### src/design/acd_pkg.sv
package acd_pkg;

    localparam int LOAD_BITS_DEFAULT  = 16;
    localparam int TOTAL_BITS_DEFAULT = 32;

    localparam int ADDR_BITS = 4;
    localparam int DATA_BITS = 32;

    typedef logic [1:0] t_core;
    typedef logic [1:0] t_reg_idx;
    typedef logic [1:0] t_cost;

    localparam t_core CORE0 = 2'd0;
    localparam t_core CORE1 = 2'd1;
    localparam t_core CORE2 = 2'd2;

    localparam t_reg_idx REG_MODE  = 2'd0;
    localparam t_reg_idx REG_HOME0 = 2'd1;
    localparam t_reg_idx REG_HOME1 = 2'd2;
    localparam t_reg_idx REG_HOME2 = 2'd3;

    localparam logic MODE_GREEDY = 1'b0;
    localparam logic MODE_RR     = 1'b1;

    localparam logic CMD_DISPATCH = 1'b0;
    localparam logic CMD_CLEAR    = 1'b1;

    localparam t_cost COST_NONE = 2'd0;
    localparam t_cost COST_HOME = 2'd1;
    localparam t_cost COST_AWAY = 2'd2;

    localparam logic [7:0] HOME0_RESET = 8'd72;
    localparam logic [7:0] HOME1_RESET = 8'd77;
    localparam logic [7:0] HOME2_RESET = 8'd76;

    typedef struct packed {
        logic            mode;
        logic [2:0][7:0] home_type;
    } t_cfg;

    typedef struct packed {
        logic       cmd;
        logic [7:0] task_type;
        logic       last;
    } t_item;

    typedef struct packed {
        logic        placed;
        t_core       chosen_core;
        t_cost       task_cost;
        logic        batch_done;
        logic [15:0] batch_time;
        logic [31:0] run_total;
    } t_result;

    function automatic t_core next_core(input t_core c);
        return (c >= CORE2) ? CORE0 : t_core'(c + 2'd1);
    endfunction

endpackage

### src/design/acd_engine.sv
module acd_engine #(
    parameter int LOAD_BITS  = acd_pkg::LOAD_BITS_DEFAULT,
    parameter int TOTAL_BITS = acd_pkg::TOTAL_BITS_DEFAULT
) (
    input  logic            i_clk,
    input  logic            i_rst_n,
    input  logic            i_fire,
    input  acd_pkg::t_item  i_item,
    input  acd_pkg::t_cfg   i_cfg,
    output acd_pkg::t_result o_result
);

    localparam int SUM_BITS = ((LOAD_BITS > TOTAL_BITS) ? LOAD_BITS : TOTAL_BITS) + 1;

    logic [LOAD_BITS-1:0]  r_load [3];
    logic [LOAD_BITS-1:0]  n_load [3];
    logic [TOTAL_BITS-1:0] r_total, n_total;
    acd_pkg::t_core        r_rot, n_rot;

    logic [2:0]            match;
    logic                  found;
    acd_pkg::t_core        home, nxt1, nxt2, rr_core, core;
    logic                  placed;
    logic                  core_match;
    acd_pkg::t_cost        cost;
    logic [LOAD_BITS:0]    lh, l1, l2;
    logic [LOAD_BITS:0]    load_sum [3];
    logic [LOAD_BITS-1:0]  upd_load [3];
    logic [LOAD_BITS-1:0]  max01, max_load;
    logic [SUM_BITS-1:0]   total_sum;
    logic [TOTAL_BITS-1:0] total_acc;
    logic [LOAD_BITS+15:0] btime_ext;
    logic [TOTAL_BITS+31:0] total_ext;

    function automatic logic [LOAD_BITS-1:0] pick(input logic [LOAD_BITS-1:0] a,
                                                  input logic [LOAD_BITS-1:0] b,
                                                  input logic [LOAD_BITS-1:0] c,
                                                  input acd_pkg::t_core k);
        logic [LOAD_BITS-1:0] v;
        case (k)
            acd_pkg::CORE1: v = b;
            acd_pkg::CORE2: v = c;
            default:        v = a;
        endcase
        return v;
    endfunction

    always_comb begin
        for (int i = 0; i < 3; i++) begin
            match[i] = (i_cfg.home_type[i] == i_item.task_type);
        end
        found = |match;
        home  = match[0] ? acd_pkg::CORE0 : (match[1] ? acd_pkg::CORE1 : acd_pkg::CORE2);
        nxt1  = acd_pkg::next_core(home);
        nxt2  = acd_pkg::next_core(nxt1);

        lh = {1'b0, pick(r_load[0], r_load[1], r_load[2], home)} + (LOAD_BITS+1)'(1);
        l1 = {1'b0, pick(r_load[0], r_load[1], r_load[2], nxt1)} + (LOAD_BITS+1)'(2);
        l2 = {1'b0, pick(r_load[0], r_load[1], r_load[2], nxt2)} + (LOAD_BITS+1)'(2);

        // rotation never holds 3, guard anyway
        rr_core = (r_rot > acd_pkg::CORE2) ? acd_pkg::CORE0 : r_rot;

        if (i_cfg.mode == acd_pkg::MODE_RR) begin
            core   = rr_core;
            placed = 1'b1;
        end else if (found) begin
            placed = 1'b1;
            if (lh <= l1 && lh <= l2) begin
                core = home;
            end else if (l1 <= l2) begin
                core = nxt1;
            end else begin
                core = nxt2;
            end
        end else begin
            core   = acd_pkg::CORE0;
            placed = 1'b0;
        end

        case (core)
            acd_pkg::CORE1: core_match = match[1];
            acd_pkg::CORE2: core_match = match[2];
            default:        core_match = match[0];
        endcase
        cost = !placed ? acd_pkg::COST_NONE :
               (core_match ? acd_pkg::COST_HOME : acd_pkg::COST_AWAY);

        // saturating load update on the chosen core
        for (int i = 0; i < 3; i++) begin
            load_sum[i] = {1'b0, r_load[i]} + {{(LOAD_BITS-1){1'b0}}, cost};
            if (placed && core == 2'(i)) begin
                upd_load[i] = load_sum[i][LOAD_BITS] ? '1 : load_sum[i][LOAD_BITS-1:0];
            end else begin
                upd_load[i] = r_load[i];
            end
        end

        max01    = (upd_load[1] > upd_load[0]) ? upd_load[1] : upd_load[0];
        max_load = (upd_load[2] > max01) ? upd_load[2] : max01;

        total_sum = {{(SUM_BITS-TOTAL_BITS){1'b0}}, r_total}
                  + {{(SUM_BITS-LOAD_BITS){1'b0}}, max_load};
        total_acc = (|total_sum[SUM_BITS-1:TOTAL_BITS]) ? '1 : total_sum[TOTAL_BITS-1:0];

        n_load  = upd_load;
        n_total = r_total;
        n_rot   = (placed && i_cfg.mode == acd_pkg::MODE_RR) ? acd_pkg::next_core(rr_core)
                                                             : r_rot;
        if (i_item.last) begin
            n_total = total_acc;
            n_rot   = acd_pkg::CORE0;
            for (int i = 0; i < 3; i++) begin
                n_load[i] = '0;
            end
        end

        btime_ext = {16'd0, (i_item.last ? max_load : {LOAD_BITS{1'b0}})};

        o_result.placed      = placed;
        o_result.chosen_core = core;
        o_result.task_cost   = cost;
        o_result.batch_done  = i_item.last;

        if (i_item.cmd == acd_pkg::CMD_CLEAR) begin
            n_total = '0;
            n_rot   = acd_pkg::CORE0;
            for (int i = 0; i < 3; i++) begin
                n_load[i] = '0;
            end
            o_result.placed      = 1'b0;
            o_result.chosen_core = acd_pkg::CORE0;
            o_result.task_cost   = acd_pkg::COST_NONE;
            o_result.batch_done  = 1'b0;
            btime_ext            = '0;
        end

        total_ext           = {32'd0, n_total};
        o_result.batch_time = btime_ext[15:0];
        o_result.run_total  = total_ext[31:0];
    end

    always_ff @(posedge i_clk) begin
        if (!i_rst_n) begin
            r_total <= '0;
            r_rot   <= acd_pkg::CORE0;
            for (int i = 0; i < 3; i++) begin
                r_load[i] <= '0;
            end
        end else if (i_fire) begin
            r_total <= n_total;
            r_rot   <= n_rot;
            r_load  <= n_load;
        end
    end

    // batch close or clear leaves every load empty
    a_batch_clears: assert property (@(posedge i_clk) disable iff (!i_rst_n)
        i_fire && (i_item.last || i_item.cmd == acd_pkg::CMD_CLEAR)
        |=> r_load[0] == '0 && r_load[1] == '0 && r_load[2] == '0 && r_rot == acd_pkg::CORE0)
        else $error("loads not cleared after batch close");

    a_total_mono: assert property (@(posedge i_clk) disable iff (!i_rst_n)
        i_fire && i_item.cmd == acd_pkg::CMD_DISPATCH |=> r_total >= $past(r_total))
        else $error("run total decreased without clear");

    // a placed task always carries a cost, a dropped one never does
    a_cost_placed: assert property (@(posedge i_clk) disable iff (!i_rst_n)
        i_fire && i_item.cmd == acd_pkg::CMD_DISPATCH
        |-> (o_result.task_cost != acd_pkg::COST_NONE) == o_result.placed)
        else $error("task cost disagrees with placement");

endmodule

### src/design/affinity_core_dispatcher.sv
// Affinity core dispatcher: places typed tasks on three cores and tracks
// each core's load (cost 1 on the core whose home type matches, 2 elsewhere).
// Greedy mode prefers the home core, else the less loaded of the next two in
// rotation, and drops a task with no home; round-robin mode takes cores in
// turn. A task with last_in_batch set adds the largest load to a saturating
// run total and clears the loads; cmd=1 clears everything. One task is
// accepted per clock unless o_stall is raised; its result is offered from the
// result register after passing the input register, and the engine updates
// its loads and total as each task leaves the input register. A transfer
// waiting at the output does not block intake until the input register is
// also full. Configuration lives on an APB port: mode at 0x0, home types of
// cores 0..2 at 0x4, 0x8, 0xC; write it only while no task is in flight.
module affinity_core_dispatcher #(
    parameter int LOAD_BITS  = acd_pkg::LOAD_BITS_DEFAULT,
    parameter int TOTAL_BITS = acd_pkg::TOTAL_BITS_DEFAULT
) (
    input  logic                          i_clk,
    input  logic                          i_rst_n,
    // APB configuration
    input  logic                          psel,
    input  logic                          penable,
    input  logic                          pwrite,
    input  logic [acd_pkg::ADDR_BITS-1:0] paddr,
    input  logic [acd_pkg::DATA_BITS-1:0] pwdata,
    output logic [acd_pkg::DATA_BITS-1:0] prdata,
    output logic                          pready,
    // task input
    input  logic                          i_valid,
    output logic                          o_stall,
    input  logic                          i_cmd,
    input  logic [7:0]                    i_task_type,
    input  logic                          i_last_in_batch,
    // result output
    output logic                          o_valid,
    input  logic                          i_stall,
    output logic                          o_placed,
    output logic [1:0]                    o_chosen_core,
    output logic [1:0]                    o_task_cost,
    output logic                          o_batch_done,
    output logic [15:0]                   o_batch_time,
    output logic [31:0]                   o_run_total
);

    acd_pkg::t_cfg    r_cfg;
    acd_pkg::t_item   r_item;
    logic             r_in_valid;
    logic             r_out_valid;
    acd_pkg::t_result r_result;
    acd_pkg::t_result eng_result;

    acd_pkg::t_reg_idx reg_idx;
    logic              cfg_wr;
    logic              advance;
    logic              fire;
    logic              in_load;

    // ---------------- configuration registers ----------------
    assign pready  = 1'b1;
    assign reg_idx = paddr[acd_pkg::ADDR_BITS-1:2];
    assign cfg_wr  = psel && penable && pwrite && pready;

    always_ff @(posedge i_clk) begin
        if (!i_rst_n) begin
            r_cfg.mode         <= acd_pkg::MODE_GREEDY;
            r_cfg.home_type[0] <= acd_pkg::HOME0_RESET;
            r_cfg.home_type[1] <= acd_pkg::HOME1_RESET;
            r_cfg.home_type[2] <= acd_pkg::HOME2_RESET;
        end else if (cfg_wr) begin
            unique case (reg_idx)
                acd_pkg::REG_MODE:  r_cfg.mode         <= pwdata[0];
                acd_pkg::REG_HOME0: r_cfg.home_type[0] <= pwdata[7:0];
                acd_pkg::REG_HOME1: r_cfg.home_type[1] <= pwdata[7:0];
                acd_pkg::REG_HOME2: r_cfg.home_type[2] <= pwdata[7:0];
                default: ;
            endcase
        end
    end

    always_comb begin
        unique case (reg_idx)
            acd_pkg::REG_MODE:  prdata = {31'd0, r_cfg.mode};
            acd_pkg::REG_HOME0: prdata = {24'd0, r_cfg.home_type[0]};
            acd_pkg::REG_HOME1: prdata = {24'd0, r_cfg.home_type[1]};
            acd_pkg::REG_HOME2: prdata = {24'd0, r_cfg.home_type[2]};
            default:            prdata = '0;
        endcase
    end

    // ---------------- pipeline control ----------------
    // result register frees when empty or taken this cycle
    assign advance = !r_out_valid || !i_stall;
    // input register is full and cannot drain into the result register
    assign o_stall = r_in_valid && !advance;
    assign in_load = advance || !r_in_valid;
    assign fire    = r_in_valid && advance;

    always_ff @(posedge i_clk) begin
        if (!i_rst_n) begin
            r_in_valid <= 1'b0;
        end else if (in_load) begin
            r_in_valid <= i_valid;
        end
    end

    always_ff @(posedge i_clk) begin
        if (in_load) begin
            r_item.cmd       <= i_cmd;
            r_item.task_type <= i_task_type;
            r_item.last      <= i_last_in_batch;
        end
    end

    acd_engine #(
        .LOAD_BITS  (LOAD_BITS),
        .TOTAL_BITS (TOTAL_BITS)
    ) u_engine (
        .i_clk    (i_clk),
        .i_rst_n  (i_rst_n),
        .i_fire   (fire),
        .i_item   (r_item),
        .i_cfg    (r_cfg),
        .o_result (eng_result)
    );

    always_ff @(posedge i_clk) begin
        if (!i_rst_n) begin
            r_out_valid <= 1'b0;
        end else if (advance) begin
            r_out_valid <= r_in_valid;
        end
    end

    always_ff @(posedge i_clk) begin
        if (fire) begin
            r_result <= eng_result;
        end
    end

    assign o_valid       = r_out_valid;
    assign o_placed      = r_result.placed;
    assign o_chosen_core = r_result.chosen_core;
    assign o_task_cost   = r_result.task_cost;
    assign o_batch_done  = r_result.batch_done;
    assign o_batch_time  = r_result.batch_time;
    assign o_run_total   = r_result.run_total;

    // ---------------- checks ----------------
    a_stall_only_full: assert property (@(posedge i_clk) disable iff (!i_rst_n)
        o_stall |-> r_in_valid && r_out_valid && i_stall)
        else $error("input stalled with room in the pipeline");

    a_fire_gives_result: assert property (@(posedge i_clk) disable iff (!i_rst_n)
        fire |=> o_valid)
        else $error("processed task produced no result");

    a_skid_absorbs: assert property (@(posedge i_clk) disable iff (!i_rst_n)
        i_valid && !r_in_valid && r_out_valid && i_stall |=> r_in_valid)
        else $error("transfer lost while output stalled");

    a_unplaced_zero: assert property (@(posedge i_clk) disable iff (!i_rst_n)
        fire && !eng_result.placed |=> o_chosen_core == acd_pkg::CORE0
                                      && o_task_cost == acd_pkg::COST_NONE)
        else $error("dropped task carries a core or cost");

endmodule

### config.mk
export PLATFORM = sky130hd
export DESIGN_NAME = affinity_core_dispatcher
export DESIGN_NICKNAME = d
export VERILOG_FILES = /design/src/design/acd_pkg.sv /design/src/design/acd_engine.sv /design/src/design/affinity_core_dispatcher.sv
export SDC_FILE = /design/constraint.sdc
export NUM_CORES = 1
export LEC_CHECK = 0
export BUFFER_PORTS_ARGS = -buffer_cell sky130_fd_sc_hd__buf_2
export CAP_MARGIN = 20
export CELL_PAD_IN_SITES_DETAIL_PLACEMENT = 1
export CELL_PAD_IN_SITES_GLOBAL_PLACEMENT = 1
export CORE_UTILIZATION = 45
export DETAILED_ROUTE_END_ITERATION = 10
export PLACE_DENSITY = 0.88
export SLEW_MARGIN = 20
export SYNTH_ARGS = -nofsm -noshare
export SYNTH_HDL_FRONTEND = slang
export SYNTH_SLANG_ARGS = --single-unit
### constraint.sdc
create_clock -name i_clk -period 30.4 [get_ports i_clk]
set_clock_uncertainty 0.2 [all_clocks]
set_input_delay 3.04 -clock i_clk [delete_from_list [all_inputs] [get_ports i_clk]]
set_output_delay 3.04 -clock i_clk [all_outputs]
set_load 0.02 [all_outputs]
==> metrics.md <==
| Metric | Value |
|---|---|
| Status | finished clean |
| TNS Setup | 0 ns |
| # diodes | 0 |
| P_leak | 0.00631 µW |
| Clock-pin slew on the worst setup and hold paths | 0.08 ns |
| RePlAce Congestion | 0.912 |
| Setup WS post-layout | between 10 and 15 ns |
| Aggregate global-route resource usage | 30.1% |
| Root Driver | clkbuf_16 |
| Average size of a mapped cell | 8.06 µm² |
| Peak supply drop | ~31 µV |
| Worst R2R Setup Slack | 11.62 ns |
| Crit Path Max Fanout | 71 |
| EDFF count, synth | 64 |
| Most used cell, CP | o21a_1 |
| Nets | 1987 |
| CP Capture Type | flop |
| Residual DRC count | 0 |
| Area Growth Syn to Fin | 8.07% |
| WL/cell | 21.8 µm |
| Synth top area share | approximately 15% |
| Ys flop type | dfxtp_1 |
| WS Path Type | flop to flop |
| Clk Latency, worst-skew pair | 0.46 ns |
| GRT overflow | 0 |
| DRT Pass-1 Iters | 5 |
| Max Slew Vio Count | 0 |
| Die H | between 150 and 200 µm |
| Initial antenna violation count | 0 |
| Maxcap violations | 0 |
| Async S/R FF share, synth | 0% |
| Hold Path Class | flop to flop |
| Critical path startpoint category | flop |
| Crit-path slowest cell | nor3_1 |
| Largest net degree at the start of global routing | 100 |
| Post-placement cell count | 2237 |
| Vias/cell | 6.19 |
| CTS resizes | 0 |
| CP top delay family | compound AO/OA/AOI/OAI gates |
| Commonest cells in the netlist | nand2_1, nor2_1, dfxtp_1, ha_1, clkbuf_1 |
| Top post-synthesis cells by area | dfxtp_1, edfxtp_1, ha_1, nand2_1, xnor2_1 |
| Synth Area in Compound Gates | 18.1% |
| Io pins | about 140 |
| Synth Area in Adders | about a tenth |
| Post-Layout Cell Count | about 2300 |
| Cell variety after synth | 84 |
| Max_slew headroom | a little under a third |
| Clk sinks | roughly 170 |
| Fin area | roughly 16000 µm² |
| Starting Density | approximately 46% |
| Simple-gate share of the synthesized area | between 20% and 30% |
| Post-Synth XOR/XNOR Area | 8.12% |
| Num CTS Buffers | 17 |
| Fin crit period | 18.78 ns |
| Pre-CTS setup slack | around 12 ns |
| Seq cells post-synth | around 170 |
| Port Buf Inserts | 90 |
| PwrDens | 33.2 nW/µm² |
| Post-CTS Hold Buffers | 0 |
| Post-synthesis cell area | 14700 µm² |
| First-pass GRT wire length | 79600 µm |
| Clock buffer depth | 2 |
| HPWL after DPL | 35700 µm |
| Post-route ant nets | 0 |
| WP data required | 30.39 ns |
| Rows | between 60 and 70 |
| FMAX | 0.0532 GHz |
| Postcts setup bufs | 0 |
| Max stage delay on crit path | approximately 0.71 ns |
| Slew @ Worst Pin | approximately 1.0 ns |
| Core footprint | 31800 µm² |
| Final worst-path cycle share | 61.8% |
| Share of cells above drive strength 1 | 10.6% |
| RSZ-0062 raised after global routing | false |
| Final hold vios | 0 |
| CTS tree | built |
| # H-tree levels | 4 |
| DR iter-0 viols | 1205 |
| Total of warnings raised by yosys | 0 |
| Hold Slack | 0.306 ns |
| Sequential area share after synthesis | between 20% and 30% |
| Die span in x | 182 µm |
| Critical Path AT | 18.77 ns |
| Mapped Cells | 1818 |
| Placed cell areas | 15200 µm² |
| Die area | 33300 µm² |
| Most frequent cell after synthesis | nand2_1 |
| Via Count | 14100 |
| Synth area leader | dfxtp_1 |
| Largest family of logic cells by synthesized area | simple AND/OR/NAND/NOR gates |
| WP buf/inv | 6 |
| Vias in the first global route | roughly 15000 |
| Proportion of synthesized area in mux cells | 5.40% |
| DRT Wirelength | 49600 µm |
| Endpoints failing setup | 0 |
[where the power goes]
group | leakage, µW | internal, µW | total (µW) | switching [µW]
logic | 0.00453 | 13.5 | 44.4 | 30.9
clock network | 0.000301 | 115 | 234 | 119
registers | 0.00148 | 245 | 248 | 3.39
total | 0.00631 | 373 | 526 | 153
[final cells by class]
type                       instances  area, µm²
clock inverter                    14        183
multi-input combinational       1441       9700
inverter                          83        312
sequential                       173       4100
timing repair buffer             105        563
fill                            3903      16000
tap                              435        544
clock buffer                      18        439
[registers in the layout, summed over array words and instances (netlist names)]
signal,cells
o_batch_done,1
o_batch_time,16
o_chosen_core,2
o_placed,1
o_run_total,32
o_task_cost,2
o_valid,1
r_cfg,25
r_in_valid,1
r_item,10
u_engine.r_load,48
u_engine.r_rot,2
u_engine.r_total,32
[metrics by stage]
stage	util, %	power, µW
after floorplan	-	285
after global placement	47.9	295
after detailed placement	47.9	297
after CTS	49.8	527
after global routing	49.8	539
final	49.8	526
[cell usage in the layout, fill, tap and decap left out, drive strengths merged, types with 7 or more instances in the layout]
master,n
xor2,44
o31ai,7
xnor2,85
a22o,10
nand2b,11
o21ai,77
mux2,15
nor2b,85
o211ai,12
and3,34
mux2i,60
nand3,75
a21oi,87
a31oi,39
conb,25
a211oi,26
nor3,31
a311oi,11
nand2,187
nand4,36
nor2,145
nor4,14
buf,105
o21a,21
clkbuf,18
edfxtp,64
a22oi,43
dfxtp,109
a21boi,10
a21o,21
and2,37
ha,109
inv,90
clkinv,7
[metal layers]
layer	global-route usage [%]	wire, µm	vias to the layer above
met5	0	0	-
met4	11.4	1640	0
met3	4.43	2670	131
met2	52.5	24300	520
met1	37.2	20900	6973
li1	-	-	6428
[path summary, 6_finish.rpt]
check / endpoint / cells past startpoint / start
setup reg to reg: o_run_total[27]$_DFFE_PP_ / 70 / r_item[1]$_DFFE_PN_
setup / recovery: o_run_total[27]$_DFFE_PP_ / 70 / r_item[1]$_DFFE_PN_
hold / removal: u_engine.r_total[6]$_SDFFE_PN0P_ / 2 / u_engine.r_total[6]$_SDFFE_PN0P_
hold reg to reg: u_engine.r_total[6]$_SDFFE_PN0P_ / 2 / u_engine.r_total[6]$_SDFFE_PN0P_
[cells by family after synthesis]
logic type | count (synthesis)
simple gates | 696
compound gates | 400
buf+inv | 227
flops | 173
xor+xnor | 129
fa+ha+maj | 115
mux | 76
other cells | 2
[tightest hold or removal path, stage by stage (launching register included)]
cell and delay [ns]:
dfxtp_1 0.33, nand2_1 0.05, a21boi_0 0.07
Power figures use the tool's default switching activity.
